===== src/design/hprc_pkg.sv =====
// hprc_pkg: shared types and constants for the HID pointer report converter.
// Holds the report command passed from the front end to the back end and
// the result layout; no dependencies.
package hprc_pkg;

  localparam int HPRC_QDEPTH  = 2;
  localparam int HPRC_QPTR_W  = (HPRC_QDEPTH > 1) ? $clog2(HPRC_QDEPTH) : 1;
  localparam int HPRC_QCNT_W  = $clog2(HPRC_QDEPTH + 1);

  localparam int HPRC_HELD    = 7;
  localparam logic [4:0] HPRC_CNT_MAX    = 5'd31;
  localparam logic [4:0] HPRC_LEN_MOUSE  = 5'd7;
  localparam logic [4:0] HPRC_LEN_PAD    = 5'd19;
  localparam logic [4:0] HPRC_LEN_SMIN   = 5'd4;

  localparam logic [6:0] HPRC_CONTACT_ONE = 7'd1;
  localparam logic [6:0] HPRC_CONTACT_TWO = 7'd2;
  localparam logic [6:0] HPRC_CONTACT_NONE = 7'd0;

  localparam logic signed [12:0] HPRC_JUMP_HI = 13'sd150;
  localparam logic signed [12:0] HPRC_JUMP_LO = -13'sd150;

  localparam int HPRC_DIV_STEPS = 8;

  typedef enum logic [1:0] {
    KIND_NONE,
    KIND_MOUSE,
    KIND_SIMPLE,
    KIND_PAD
  } kind_t;

  typedef struct packed {
    kind_t      kind;
    logic [7:0] last;        // final byte of the report
    logic [6:0][7:0] b;      // first seven report bytes
  } cmd_t;

  typedef struct packed {
    logic [7:0]  wheel_horizontal;
    logic [7:0]  wheel_vertical;
    logic [11:0] delta_y;
    logic [11:0] delta_x;
    logic [7:0]  button_bits;
  } res_t;

endpackage


===== src/design/hid_pointer_report_converter_core.sv =====
// hid_pointer_report_converter_core: top level of the HID report converter.
// Depends on hprc_pkg, hprc_front, hprc_fifo and hprc_back.
//
// Usage: report bytes enter on the s_ group, one byte per transfer, with
// s_tlast on the final byte of a report. When a report ends it is classed by
// length: 7 bytes full mouse, 4 to 6 bytes simple mouse, 19 bytes trackpad,
// anything else dropped. Results leave on the m_ group, up to two per
// report; m_tlast marks the last result of a report.
// A mouse report's result passes through the command queue, a result holding
// register and the output register. A trackpad report that moves the pointer
// also runs the 8-step bit-serial divide of the motion deltas; others skip it.
// The front end takes a byte every cycle while the two-entry command queue
// has room, so bytes keep flowing while the back end divides or while a
// result waits in the output register. When m_tready stays low the queue
// fills and s_tready drops.
// cfg_we writes move_divisor (0 acts as 1); write it only while idle.
// rst (synchronous) empties the queue, clears the byte count and all
// trackpad tracking, and sets move_divisor to 1.
module hid_pointer_report_converter_core (
  input  logic        clk,
  input  logic        rst,
  input  logic        s_tvalid,
  output logic        s_tready,
  input  logic [7:0]  s_tdata,   // [7:0] report_byte
  input  logic        s_tlast,   // end_of_report
  output logic        m_tvalid,
  input  logic        m_tready,
  output logic [47:0] m_tdata,   // [7:0] button_bits, [19:8] delta_x, [31:20] delta_y,
                                 // [39:32] wheel_vertical, [47:40] wheel_horizontal
  output logic        m_tlast,   // final_of_run
  input  logic        cfg_we,
  input  logic [4:0]  cfg_wdata
);

  logic           push, q_full, q_not_empty, pop;
  hprc_pkg::cmd_t push_data, pop_data;
  hprc_pkg::res_t out_res;
  logic [4:0]     move_divisor;

  always_ff @(posedge clk) begin
    if (rst) begin
      move_divisor <= 5'd1;
    end else if (cfg_we) begin
      move_divisor <= cfg_wdata;
    end
  end

  hprc_front u_front (
    .clk       (clk),
    .rst       (rst),
    .in_valid  (s_tvalid),
    .in_ready  (s_tready),
    .in_byte   (s_tdata),
    .in_end    (s_tlast),
    .push      (push),
    .push_data (push_data),
    .q_full    (q_full)
  );

  hprc_fifo u_fifo (
    .clk       (clk),
    .rst       (rst),
    .push      (push),
    .push_data (push_data),
    .full      (q_full),
    .pop       (pop),
    .pop_data  (pop_data),
    .not_empty (q_not_empty)
  );

  hprc_back u_back (
    .clk          (clk),
    .rst          (rst),
    .move_divisor (move_divisor),
    .cmd_valid    (q_not_empty),
    .cmd          (pop_data),
    .cmd_pop      (pop),
    .out_valid    (m_tvalid),
    .out_ready    (m_tready),
    .out_res      (out_res),
    .out_last     (m_tlast)
  );

  assign m_tdata = out_res;

endmodule


===== src/design/hprc_front.sv =====
// hprc_front: collects report bytes, counts them and classifies each
// finished report by length into a command for the queue. Uses hprc_pkg.
module hprc_front (
  input  logic            clk,
  input  logic            rst,
  input  logic            in_valid,
  output logic            in_ready,
  input  logic [7:0]      in_byte,
  input  logic            in_end,
  output logic            push,
  output hprc_pkg::cmd_t  push_data,
  input  logic            q_full
);

  logic [7:0] held [hprc_pkg::HPRC_HELD];
  logic [4:0] byte_count;
  logic [4:0] len;
  logic       accept;
  hprc_pkg::kind_t kind;

  assign in_ready = !q_full;
  assign accept   = in_valid && in_ready;
  assign len      = (byte_count < hprc_pkg::HPRC_CNT_MAX) ? byte_count + 5'd1
                                                          : hprc_pkg::HPRC_CNT_MAX;

  always_comb begin
    if (len == hprc_pkg::HPRC_LEN_MOUSE) begin
      kind = hprc_pkg::KIND_MOUSE;
    end else if (len == hprc_pkg::HPRC_LEN_PAD) begin
      kind = hprc_pkg::KIND_PAD;
    end else if (len >= hprc_pkg::HPRC_LEN_SMIN && len < hprc_pkg::HPRC_LEN_MOUSE) begin
      kind = hprc_pkg::KIND_SIMPLE;
    end else begin
      kind = hprc_pkg::KIND_NONE;
    end
  end

  // Merge the byte in flight so the command sees the whole report.
  always_comb begin
    push_data.kind = kind;
    push_data.last = in_byte;
    for (int i = 0; i < hprc_pkg::HPRC_HELD; i++) begin
      push_data.b[i] = (byte_count == 5'(i)) ? in_byte : held[i];
    end
  end

  assign push = accept && in_end && (kind != hprc_pkg::KIND_NONE);

  always_ff @(posedge clk) begin
    if (accept && byte_count < 5'(hprc_pkg::HPRC_HELD)) begin
      held[byte_count[2:0]] <= in_byte;
    end
  end

  always_ff @(posedge clk) begin
    if (rst) begin
      byte_count <= '0;
    end else if (accept) begin
      byte_count <= in_end ? 5'd0 : len;
    end
  end

endmodule


===== src/design/hprc_fifo.sv =====
// hprc_fifo: short command queue between the front and back ends.
// Depth and types come from hprc_pkg.
module hprc_fifo (
  input  logic            clk,
  input  logic            rst,
  input  logic            push,
  input  hprc_pkg::cmd_t  push_data,
  output logic            full,
  input  logic            pop,
  output hprc_pkg::cmd_t  pop_data,
  output logic            not_empty
);

  hprc_pkg::cmd_t mem [hprc_pkg::HPRC_QDEPTH];
  logic [hprc_pkg::HPRC_QPTR_W-1:0] wr_ptr;
  logic [hprc_pkg::HPRC_QPTR_W-1:0] rd_ptr;
  logic [hprc_pkg::HPRC_QCNT_W-1:0] count;

  localparam logic [hprc_pkg::HPRC_QPTR_W-1:0] PtrLast =
    hprc_pkg::HPRC_QPTR_W'(hprc_pkg::HPRC_QDEPTH - 1);
  localparam logic [hprc_pkg::HPRC_QCNT_W-1:0] CntFull =
    hprc_pkg::HPRC_QCNT_W'(hprc_pkg::HPRC_QDEPTH);

  assign full      = (count == CntFull);
  assign not_empty = (count != '0);
  assign pop_data  = mem[rd_ptr];

  always_ff @(posedge clk) begin
    if (push && !full) begin
      mem[wr_ptr] <= push_data;
    end
  end

  always_ff @(posedge clk) begin
    if (rst) begin
      wr_ptr <= '0;
      rd_ptr <= '0;
      count  <= '0;
    end else begin
      if (push && !full) begin
        wr_ptr <= (wr_ptr == PtrLast) ? '0 : wr_ptr + 1'b1;
      end
      if (pop && not_empty) begin
        rd_ptr <= (rd_ptr == PtrLast) ? '0 : rd_ptr + 1'b1;
      end
      if ((push && !full) && !(pop && not_empty)) begin
        count <= count + 1'b1;
      end else if (!(push && !full) && (pop && not_empty)) begin
        count <= count - 1'b1;
      end
    end
  end

endmodule


===== src/design/hprc_back.sv =====
// hprc_back: executes report commands: formats mouse reports, runs the
// trackpad tracker with a two-lane bit-serial divider, and drives the
// output register. Uses hprc_pkg.
module hprc_back (
  input  logic            clk,
  input  logic            rst,
  input  logic [4:0]      move_divisor,
  input  logic            cmd_valid,
  input  hprc_pkg::cmd_t  cmd,
  output logic            cmd_pop,
  output logic            out_valid,
  input  logic            out_ready,
  output hprc_pkg::res_t  out_res,
  output logic            out_last
);

  typedef enum logic [1:0] {
    ST_IDLE,
    ST_DIV,
    ST_FIX,
    ST_EMIT
  } state_t;

  typedef struct packed {
    logic [4:0] rem;
    logic [7:0] dq;
  } div_t;

  state_t state;

  hprc_pkg::res_t r0, r1;
  logic r0_valid, r1_valid;

  logic [11:0] move_prev_x, move_prev_y, scroll_prev_y;
  logic        move_has_prev, move_active;
  logic        scroll_has_prev, scroll_active;
  logic        pad_button_down;
  logic [6:0]  last_contact_count;

  logic [4:0] rem_x, rem_y;
  logic [7:0] dq_x, dq_y;
  logic       neg_x, neg_y;
  logic [2:0] div_cnt;

  function automatic div_t div_step(input logic [4:0] rem, input logic [7:0] dq,
                                    input logic [4:0] d);
    logic [5:0] trial;
    logic       ge;
    div_t       r;
    trial = {rem, dq[7]};
    ge    = (trial >= {1'b0, d});
    r.rem = ge ? 5'(trial - {1'b0, d}) : trial[4:0];
    r.dq  = {dq[6:0], ge};
    return r;
  endfunction

  // Trackpad decode of the head command.
  logic        click, touch, click_chg, cnt_chg, mhp, shp;
  logic [6:0]  contacts;
  logic [11:0] px, py;
  logic signed [12:0] sdy, mdx, mdy;
  logic [12:0] sdy_mag, mdx_mag, mdy_mag;
  logic        s_in, m_in, scroll_emit, move_go;
  logic [7:0]  s_ext, s_val;
  logic [4:0]  div_eff;
  div_t        nx, ny;
  logic [11:0] qx, qy, fx, fy;
  logic        out_load;

  assign click     = cmd.last[7];
  assign contacts  = cmd.last[6:0];
  assign touch     = cmd.b[0][1];
  assign px        = {cmd.b[2][3:0], cmd.b[1]};
  assign py        = {cmd.b[3], cmd.b[2][7:4]};
  assign click_chg = (click != pad_button_down);
  assign cnt_chg   = (contacts != last_contact_count);
  assign mhp       = cnt_chg ? 1'b0 : move_has_prev;
  assign shp       = cnt_chg ? 1'b0 : scroll_has_prev;

  assign sdy = $signed({1'b0, py}) - $signed({1'b0, scroll_prev_y});
  assign mdx = $signed({1'b0, px}) - $signed({1'b0, move_prev_x});
  assign mdy = $signed({1'b0, py}) - $signed({1'b0, move_prev_y});
  assign sdy_mag = sdy[12] ? 13'(-sdy) : sdy;
  assign mdx_mag = mdx[12] ? 13'(-mdx) : mdx;
  assign mdy_mag = mdy[12] ? 13'(-mdy) : mdy;
  assign s_in = (sdy > hprc_pkg::HPRC_JUMP_LO) && (sdy < hprc_pkg::HPRC_JUMP_HI);
  assign m_in = (mdx > hprc_pkg::HPRC_JUMP_LO) && (mdx < hprc_pkg::HPRC_JUMP_HI) &&
                (mdy > hprc_pkg::HPRC_JUMP_LO) && (mdy < hprc_pkg::HPRC_JUMP_HI);

  // Scroll is the negated dy/8, truncated toward zero.
  assign s_ext = {3'b000, sdy_mag[7:3]};
  assign s_val = sdy[12] ? s_ext : 8'(-s_ext);
  assign scroll_emit = (contacts == hprc_pkg::HPRC_CONTACT_TWO) && touch && shp && s_in &&
                       (s_ext != 8'd0);
  assign move_go = (contacts == hprc_pkg::HPRC_CONTACT_ONE) && touch && mhp && m_in;

  assign div_eff = (move_divisor == 5'd0) ? 5'd1 : move_divisor;
  assign nx = div_step(rem_x, dq_x, div_eff);
  assign ny = div_step(rem_y, dq_y, div_eff);
  assign qx = {4'b0000, dq_x};
  assign qy = {4'b0000, dq_y};
  assign fx = neg_x ? 12'(-qx) : qx;
  assign fy = neg_y ? 12'(-qy) : qy;

  assign cmd_pop  = (state == ST_IDLE) && cmd_valid;
  assign out_load = (state == ST_EMIT) && (!out_valid || out_ready) && (r0_valid || r1_valid);

  always_ff @(posedge clk) begin
    if (rst) begin
      state              <= ST_IDLE;
      r0_valid           <= 1'b0;
      r1_valid           <= 1'b0;
      out_valid          <= 1'b0;
      move_prev_x        <= '0;
      move_prev_y        <= '0;
      scroll_prev_y      <= '0;
      move_has_prev      <= 1'b0;
      move_active        <= 1'b0;
      scroll_has_prev    <= 1'b0;
      scroll_active      <= 1'b0;
      pad_button_down    <= 1'b0;
      last_contact_count <= '0;
      div_cnt            <= '0;
    end else begin
      if (out_valid && out_ready && !out_load) begin
        out_valid <= 1'b0;
      end
      unique case (state)
        ST_IDLE: begin
          if (cmd_valid) begin
            unique case (cmd.kind)
              hprc_pkg::KIND_MOUSE: begin
                r0.button_bits      <= cmd.b[0];
                r0.delta_x          <= {cmd.b[3][3:0], cmd.b[2]};
                r0.delta_y          <= {cmd.b[4], cmd.b[3][7:4]};
                r0.wheel_vertical   <= cmd.b[5];
                r0.wheel_horizontal <= cmd.b[6];
                r0_valid            <= 1'b1;
                state               <= ST_EMIT;
              end
              hprc_pkg::KIND_SIMPLE: begin
                r0.button_bits      <= {5'b00000, cmd.b[0][2:0]};
                r0.delta_x          <= {{4{cmd.b[1][7]}}, cmd.b[1]};
                r0.delta_y          <= {{4{cmd.b[2][7]}}, cmd.b[2]};
                r0.wheel_vertical   <= cmd.b[3];
                r0.wheel_horizontal <= '0;
                r0_valid            <= 1'b1;
                state               <= ST_EMIT;
              end
              hprc_pkg::KIND_PAD: begin
                r0          <= '{button_bits: {7'b0, click}, default: '0};
                r0_valid    <= click_chg;
                r1          <= '{wheel_vertical: s_val, default: '0};
                r1_valid    <= scroll_emit;
                pad_button_down    <= click;
                last_contact_count <= contacts;
                if (contacts == hprc_pkg::HPRC_CONTACT_TWO) begin
                  move_has_prev   <= mhp;
                  scroll_prev_y   <= py;
                  scroll_has_prev <= touch;
                  scroll_active   <= touch;
                end else if (contacts == hprc_pkg::HPRC_CONTACT_ONE && touch) begin
                  move_prev_x     <= px;
                  move_prev_y     <= py;
                  move_has_prev   <= 1'b1;
                  move_active     <= 1'b1;
                  scroll_has_prev <= shp;
                end else if (contacts == hprc_pkg::HPRC_CONTACT_NONE &&
                             (move_active || scroll_active)) begin
                  move_active     <= 1'b0;
                  move_has_prev   <= 1'b0;
                  scroll_active   <= 1'b0;
                  scroll_has_prev <= 1'b0;
                end else begin
                  move_has_prev   <= mhp;
                  scroll_has_prev <= shp;
                end
                // Load both divider lanes with the deltas' magnitudes.
                dq_x    <= mdx_mag[7:0];
                dq_y    <= mdy_mag[7:0];
                rem_x   <= '0;
                rem_y   <= '0;
                neg_x   <= mdx[12];
                neg_y   <= mdy[12];
                div_cnt <= 3'(hprc_pkg::HPRC_DIV_STEPS - 1);
                if (move_go) begin
                  state <= ST_DIV;
                end else if (click_chg || scroll_emit) begin
                  state <= ST_EMIT;
                end
              end
              default: begin
                state <= ST_IDLE;
              end
            endcase
          end
        end
        ST_DIV: begin
          rem_x   <= nx.rem;
          dq_x    <= nx.dq;
          rem_y   <= ny.rem;
          dq_y    <= ny.dq;
          div_cnt <= div_cnt - 3'd1;
          if (div_cnt == 3'd0) begin
            state <= ST_FIX;
          end
        end
        ST_FIX: begin
          r1 <= '{button_bits: {7'b0, pad_button_down}, delta_x: fx, delta_y: fy,
                  default: '0};
          if (dq_x != 8'd0 || dq_y != 8'd0) begin
            r1_valid <= 1'b1;
            state    <= ST_EMIT;
          end else if (r0_valid) begin
            state <= ST_EMIT;
          end else begin
            state <= ST_IDLE;
          end
        end
        ST_EMIT: begin
          if (out_load) begin
            out_valid <= 1'b1;
            if (r0_valid) begin
              out_res  <= r0;
              out_last <= !r1_valid;
              r0_valid <= 1'b0;
              if (!r1_valid) begin
                state <= ST_IDLE;
              end
            end else begin
              out_res  <= r1;
              out_last <= 1'b1;
              r1_valid <= 1'b0;
              state    <= ST_IDLE;
            end
          end
        end
        default: begin
          state <= ST_IDLE;
        end
      endcase
    end
  end

`ifndef SYNTH
  a_idle_clear: assert property (@(posedge clk) disable iff (rst)
    state == ST_IDLE |-> !r0_valid && !r1_valid)
    else $error("pending result left in idle");
  a_emit_work: assert property (@(posedge clk) disable iff (rst)
    state == ST_EMIT |-> r0_valid || r1_valid)
    else $error("emit state with nothing to send");
  a_second_nonzero: assert property (@(posedge clk) disable iff (rst)
    r1_valid |-> r1.delta_x != 12'd0 || r1.delta_y != 12'd0 || r1.wheel_vertical != 8'd0)
    else $error("empty motion or scroll result queued");
  a_order: assert property (@(posedge clk) disable iff (rst)
    out_load && r0_valid && r1_valid |=> !r0_valid && r1_valid && !out_last)
    else $error("result order broken");
`endif

endmodule


===== config.mk =====
export PLATFORM = sky130hd
export DESIGN_NAME = hid_pointer_report_converter_core
export DESIGN_NICKNAME = d
export VERILOG_FILES = /design/src/design/hprc_pkg.sv /design/src/design/hid_pointer_report_converter_core.sv /design/src/design/hprc_front.sv /design/src/design/hprc_fifo.sv /design/src/design/hprc_back.sv
export SDC_FILE = /design/constraint.sdc
export NUM_CORES = 1
export LEC_CHECK = 0
export BUFFER_PORTS_ARGS = -buffer_cell sky130_fd_sc_hd__buf_2
export CAP_MARGIN = 5
export CORE_ASPECT_RATIO = 2
export CORE_UTILIZATION = 25
export DETAILED_ROUTE_END_ITERATION = 10
export RECOVER_POWER = 25
export SYNTH_ARGS = -nofsm -noshare
export SYNTH_HDL_FRONTEND = slang
export SYNTH_HIERARCHICAL = 1
export SYNTH_SLANG_ARGS = --single-unit

===== constraint.sdc =====
create_clock -name clk -period 6.1 [get_ports clk]
set_clock_uncertainty 0.15 [all_clocks]
set_input_delay 1.22 -clock clk [delete_from_list [all_inputs] [get_ports clk]]
set_output_delay 1.22 -clock clk [all_outputs]
set_load 0.02 [all_outputs]

==> results.md, run 1 <==
- Status: finished, violations left
- Failing checks: capacitance limit, slew limit
- Number of global-route vias before repair: 13,307
- RSZ-0062 raised after global routing: no
- Register area share after synthesis: 58.0%
- Last element of the critical path: u_back/r1_valid
- Leading cell type in the layout, fill and taps excluded: edfxtp_1
- CP max stage cell: or4_4
- Levels on crit path: 22
- Gr ovfl total: 0
- Path depth of the worst reg2reg path: 22
- Crit Path Class: reg -> reg
- Die span in x: 204 microns
- Critical Path RT: 6450 ps
- Fin crit period: 5640 ps
- Slew @ Worst Pin: 3070 ps
- Total number of vias: 12,871
- R2r endpoint: u_back/r1_valid
- RD Place Congestion: 0.905
- Leakage: 0.00759 uW
- Die Area: 82,700 sq um
- DP HPWL: 39,300 microns
- Clock root buffer: clkbuf_16
- Main synth FF type: edfxtp_1
- Fin Setup TNS: 0 ps
- Number of post-CTS setup repair buffers: 0
- Layout cells sized above 1: 18.8%
- I/O Buffers: 69
- Synth Register Bits: 417
- Syn avg cell area: 12.2 sq um
- CP Buf/Inv Count: 3
- Period utilisation layout: 92.5%
- Post-CTS Hold Buffers: 0
- Post-DR wirelength/cell: 18.5 microns
- First-pass GRT wire length: 77,700 microns
- Peak supply drop: 144 uV
- Initial antenna violation count: 7
- Max-slew headroom: -105%
- Latest clock arrival within the worst-skew pair: 560 ps
- Crit-path leading delay family: compound AO/OA/AOI/OAI gates
- Pin count of the biggest net entering global routing: 67
- Post-route DRC: 0
- FP Rows: 147
- PD cells: 265 nW/um^2
- Final setup fails: 0
- Slew Viols, Final: 147
- Clock Tree Buf Depth: 3
- Max Cap Viol: 3
- Reg2reg setup slack: 460 ps
- Die Ht: 406 microns
- Core footprint: 80,400 sq um
- Setup crit end kind: register
- Most frequent cells in the layout: edfxtp_1, mux2_2, nand2_1, a21oi_1, nor2_1
- DRT Wirelength: 51,800 microns
- Net count after synthesis: 1,758
- Number of synthesized flops with an enable pin: 346
- Gr usage total: 12.5%
- Cts repair resizes: 0
- CP peak stage delay: 460 ps
- Startpoint types: register
- Post-synthesis cell type count: 91
- DR vias/cell: 4.60
- Initial DRC Count: 707
- Drt pass-1 iters: 5
- Worst path cell trace: buf_4, mux2_2, inv_1, fa_1, nor2b_1, o31a_1, o21ai_2, a21oi_2, a211oi_1, buf_4, and2_1, xnor2_1, ha_1, o21a_1, ha_1, nand4b_1, or3_1, a2111o_1, or4_4, a31o_1, nor4_2, o21ba_1
- Final core utilization: 28.6%
- Max Clk Rate: 0.177 GHz
- Synth async-reset ratio: 0%
- # IOs: 70
- Worst Hold Class: reg -> reg
- Final ANT Viol Nets: 0
- Synth warn: 6
- Final Hold Vio Count: 0
- Worst-path clk slew: 70 ps
- CP arrival: 5990 ps
- H-tree Lvls: 2
- P&R area growth vs syn: 13.0%
- Final hold slack: 305 ps
- Synth Cell Area: 20,400 sq um
- Final net count: 1,816
- CTS tree: done
- Clk sinks: 417
- Starting Density: 25.3%
- Largest fanout on the critical path: 11
- CTS Buf Count: 37
- Post-Syn Instances: 1,665
## where the power goes
part           internal, uW  total (uW)  leakage (uW)  switching [uW]
registers              3150        3180       0.00371            27.5
logic                   209         534       0.00329             325
clock network          1330        2380      0.000584            1050
total                  4690        6090       0.00759            1410
## worst min-delay path by stage
stage,endpoint,from,slack (ps),cells after the start
after global placement,u_back/move_prev_x[4],u_back/move_prev_x[4],290,2
final,u_back/move_prev_y[10],u_back/move_prev_y[10],300,2
after global routing,u_back/move_prev_y[5],u_back/move_prev_y[5],320,2
after detailed placement,u_back/move_prev_y[10],u_back/move_prev_y[10],300,2
after floorplan,u_back/div_cnt[0],u_back/div_cnt[0],280,1
after CTS,u_back/move_prev_x[2],u_back/move_prev_x[2],310,2
## synthesized netlist by cell type, drive strengths merged (5+ instances only)
cell type	number	area (sq um)
nor2b	34	218
o21bai	8	60.1
edfxtp	346	10400
mux2	161	1810
dfxtp	71	1420
and2	46	292
nand2b	26	163
a31oi	16	115
or4	5	41.3
xor2	28	245
nand2	156	586
or3	14	87.6
nor2	98	383
inv	79	297
clkbuf	52	215
o21ai	55	283
nand3b	6	45.0
a21o	9	68.8
and3	10	63.8
nor3	37	219
mux2i	14	153
nand3	25	135
a211oi	14	105
o31ai	13	97.6
xnor2	37	324
ha	69	863
a22o	13	114
a21oi	102	518
fa	5	100
buf	24	185
o21a	9	67.6
nand4	8	50.1
## state kept, by name, summed over array words and instances, names as in the netlist, 2 cells and up, named ones only
name,flops
u_fifo/count,2
u_back/move_prev_x,12
u_front/held,56
u_back/r1,33
u_back/scroll_prev_y,12
u_back/dq_y,8
u_back/rem_x,5
u_back/state,2
u_back/out_res,48
u_back/div_cnt,3
u_back/rem_y,5
move_divisor,5
u_fifo/mem,132
u_back/dq_x,8
u_front/byte_count,5
u_back/last_contact_count,7
u_back/r0,48
u_back/move_prev_y,12
## area by class of cell
cell class / count / area, sq um
antenna: 2 / 5.00
clock buffer: 46 / 1020
clock inverter: 22 / 203
fill: 8101 / 57400
inverter: 81 / 304
multi-input combinational: 1091 / 7870
sequential: 417 / 11800
tap: 1043 / 1310
timing repair buffer: 95 / 505
## logic make-up after synthesis
kind of cell / Yosys count / synth area share [%]
XOR/XNOR: 65 / 2.79
AO/OA/AOI/OAI: 288 / 9.21
multiplexers: 175 / 9.65
adder cells (fa/ha/maj): 74 / 4.73
flip-flops: 417 / 58.0
AND/OR/NAND/NOR: 489 / 12.2
buffers and inverters: 157 / 3.46
## worst reg2reg max path, cell delays in order, from the launching register on
cell	delay [ps]
dfxtp_2	400
buf_4	220
mux2_2	450
inv_1	120
fa_1	260
nor2b_1	80
o31a_1	300
o21ai_2	230
a21oi_2	100
a211oi_1	280
buf_4	230
and2_1	180
xnor2_1	90
ha_1	250
o21a_1	140
ha_1	190
nand4b_1	180
or3_1	380
a2111o_1	380
or4_4	460
a31o_1	250
nor4_2	130
o21ba_1	140
## stage by stage
stage | total power (uW) | worst slack [ps] | instance area, sq um | std cells
floorplan | 3630 | 393 | 20400 | 1665
global placement | 3760 | 466 | 21800 | 2727
finish | 6090 | 457 | 23000 | 2797
detailed placement | 3780 | 395 | 21800 | 2727
CTS | 6160 | 390 | 23100 | 2795
global route | 6300 | 133 | 23000 | 2795
## per-layer routing
metal | share of wire (%) | GRT usage, % | wire [microns] | vias up
li1 | - | - | - | 6180
met1 | 33 | 10.9 | 17000 | 6339
met2 | 58 | 25.9 | 30300 | 241
met3 | 3.3 | 1.85 | 1710 | 101
met4 | 5.4 | 6.90 | 2780 | 10
met5 | 0.11 | 0 | 58 | -
No activity file was read; power rests on OpenSTA's default activity.
==> run 2: changes to the inputs <==
--- a/config.mk
+++ b/config.mk
@@ -5,11 +5,14 @@
 export SDC_FILE = /design/constraint.sdc
 export NUM_CORES = 1
 export LEC_CHECK = 0
-export BUFFER_PORTS_ARGS = -buffer_cell sky130_fd_sc_hd__buf_2
 export CAP_MARGIN = 5
+export CELL_PAD_IN_SITES_DETAIL_PLACEMENT = 1
+export CELL_PAD_IN_SITES_GLOBAL_PLACEMENT = 2
 export CORE_ASPECT_RATIO = 2
 export CORE_UTILIZATION = 25
 export DETAILED_ROUTE_END_ITERATION = 10
+export DONT_BUFFER_PORTS = 1
+export PLACE_DENSITY_LB_ADDON = 0.1
 export RECOVER_POWER = 25
 export SYNTH_ARGS = -nofsm -noshare
 export SYNTH_HDL_FRONTEND = slang
==> run 2 against run 1 <==
  * The run still ends with capacitance limit, slew limit left
  * Final area increased by 0.54%
  * Sequential cell count unchanged
  * Final cell count decreased by 1.6%
  * Combinational power decreased by 3%
  * Setup slack got worse by 180 ps
  * Routed wire length increased by 25%
  * Critical path type unchanged
  * Largest power group unchanged
  * Highest routed layer is now met4
==> results.md, run 2 (synthesized netlist as in run 1, its figures left out) <==
- # IOs: 70
- Crit path top cell by count: ha_1
- CP Buf/Inv Count: 2
- Slew Viols, Final: 65
- CP peak stage delay: 440 ps
- Pin count of the biggest net entering global routing: 78
- Setup crit end kind: register
- Setup WS pre-CTS: 92.5 ps
- Latest clock arrival within the worst-skew pair: 610 ps
- Leakage: 0.00758 uW
- FP Rows: 147
- Post-DR wirelength/cell: 23.5 microns
- Path depth of the worst reg2reg path: 22
- Leading cell type in the layout, fill and taps excluded: edfxtp_1
- Cells after DPL: 2,667
- Total inserted antenna cells: 0
- Max-slew headroom: -59.5%
- CP max stage cell: or4_4
- CP arrival: 6160 ps
- Reg2reg setup slack: 270 ps
- Fillers: 8,640
- Max Cap Viol: 2
- RSZ-0062 raised after global routing: no
- Design Area, Final: 23,100 sq um
- Clock Tree Buf Depth: 3
- Gr usage total: 15.9%
- Number of global-route vias before repair: 14,108
- Clk sinks: 417
- Final ANT Viol Nets: 0
- Worst Hold Class: reg -> reg
- Starting Density: 25.3%
- Worst setup margin: 274 ps
- Final net count: 1,765
- Worst-path clk slew: 70 ps
- DRT Wirelength: 64,700 microns
- Worst path cell trace: mux2_2, inv_1, ha_1, fa_2, nor2b_1, o31a_1, o21ai_4, a21oi_2, a211oi_1, buf_4, o21ai_1, xor2_1, ha_1, o21a_1, ha_1, nand4b_1, or3_1, a2111o_1, or4_4, nand3_2, o21ai_2, a221oi_2
- Initial antenna violation count: 0
- Drt pass-1 iters: 4
- Most frequent cells in the layout: edfxtp_1, nand2_1, mux2_2, a21oi_1, nor2_1
- Layout cells sized above 1: 16.4%
- Gr ovfl total: 0
- Die Area: 82,700 sq um
- P&R area growth vs syn: 13.6%
- Largest fanout on the critical path: 10
- First-pass GRT wire length: 95,100 microns
- Die span in x: 204 microns
- Initial DRC Count: 438
- Final core utilization: 28.8%
- DP HPWL: 48,000 microns
- Peak supply drop: 165 uV
- Final setup fails: 0
- Period utilisation layout: 95.5%
- CTS tree: done
- Max Clk Rate: 0.172 GHz
- Failing checks: capacitance limit, slew limit
- Die Ht: 406 microns
- Final Hold Vio Count: 0
- Core footprint: 80,400 sq um
- Status: finished, violations left
- Fin Setup TNS: 0 ps
- Critical Path RT: 6440 ps
- RD Place Congestion: 0.798
- Final cell count without fillers: 2,752
- Levels on crit path: 22
- I/O Buffers: 0
- Total number of vias: 12,761
- Startpoint types: register
- Top reg by flops: u_fifo/mem
- Fin crit period: 5830 ps
- Post-route DRC: 0
- Crit-path leading delay family: compound AO/OA/AOI/OAI gates
- Dpl cell area: 21,600 sq um
- Slew @ Worst Pin: 2390 ps
- Crit Path Class: reg -> reg
- CTS Buf Count: 45
- PD cells: 287 nW/um^2
- H-tree Lvls: 2
- Worst Hold Path Cells: 2
- Max reg flops: 132
- DR vias/cell: 4.64
- Clock root buffer: clkbuf_16
[run 2: final timing paths]
path                                       startpoint                    end
worst min-delay path            u_back/move_prev_x[2]  u_back/move_prev_x[2]
worst max-delay path                         register        u_back/state[1]
worst max register to register               register        u_back/state[1]
worst min register to register  u_back/move_prev_x[2]  u_back/move_prev_x[2]
[run 2: through the flow]
stage / total power [uW] / hold slack, ps
3_3_place_gp: 3800 / 287
6_report: 6650 / 304
3_5_place_dp: 3800 / 297
5_1_grt: 6900 / 321
2_1_floorplan: 3630 / 284
4_1_cts: 6800 / 306
[run 2: tightest hold or removal path, stage by stage (launching register included)]
cell,delay [ps]
dfxtp_1,310
nand2_1,50
a21oi_1,50
[run 2: routing by layer]
layer / global-route usage [%] / vias to the layer above / wire, microns
li1: - / 6075 / -
met4: 6.19 / 0 / 2250
met5: 0 / - / 0
met2: 33.2 / 178 / 38300
met1: 15.2 / 6421 / 22600
met3: 1.97 / 87 / 1510
[run 2: final cells by class]
class	instances	area, sq um	area share (%)
clock buffer	64	1280	5.52
clock inverter	20	295	1.28
inverter	81	304	1.31
multi-input combinational	1091	7880	34.1
sequential	417	11800	51.0
tap	1043	1310	5.64
timing repair buffer	36	268	1.16
[run 2: power by group]
group	internal (uW)	leakage (uW)	switching [uW]
clock	1690	0.000763	1240
sequential	3150	0.00371	49.0
combinational	199	0.00310	318
total	5040	0.00758	1600
[run 2: repair_timing]
action,in CTS,in global routing
endpoints found under the hold margin,0,0
hold buffers,0,0
gates resized for setup,0,3
setup endpoints to repair,0,3
buffers inserted,0,1
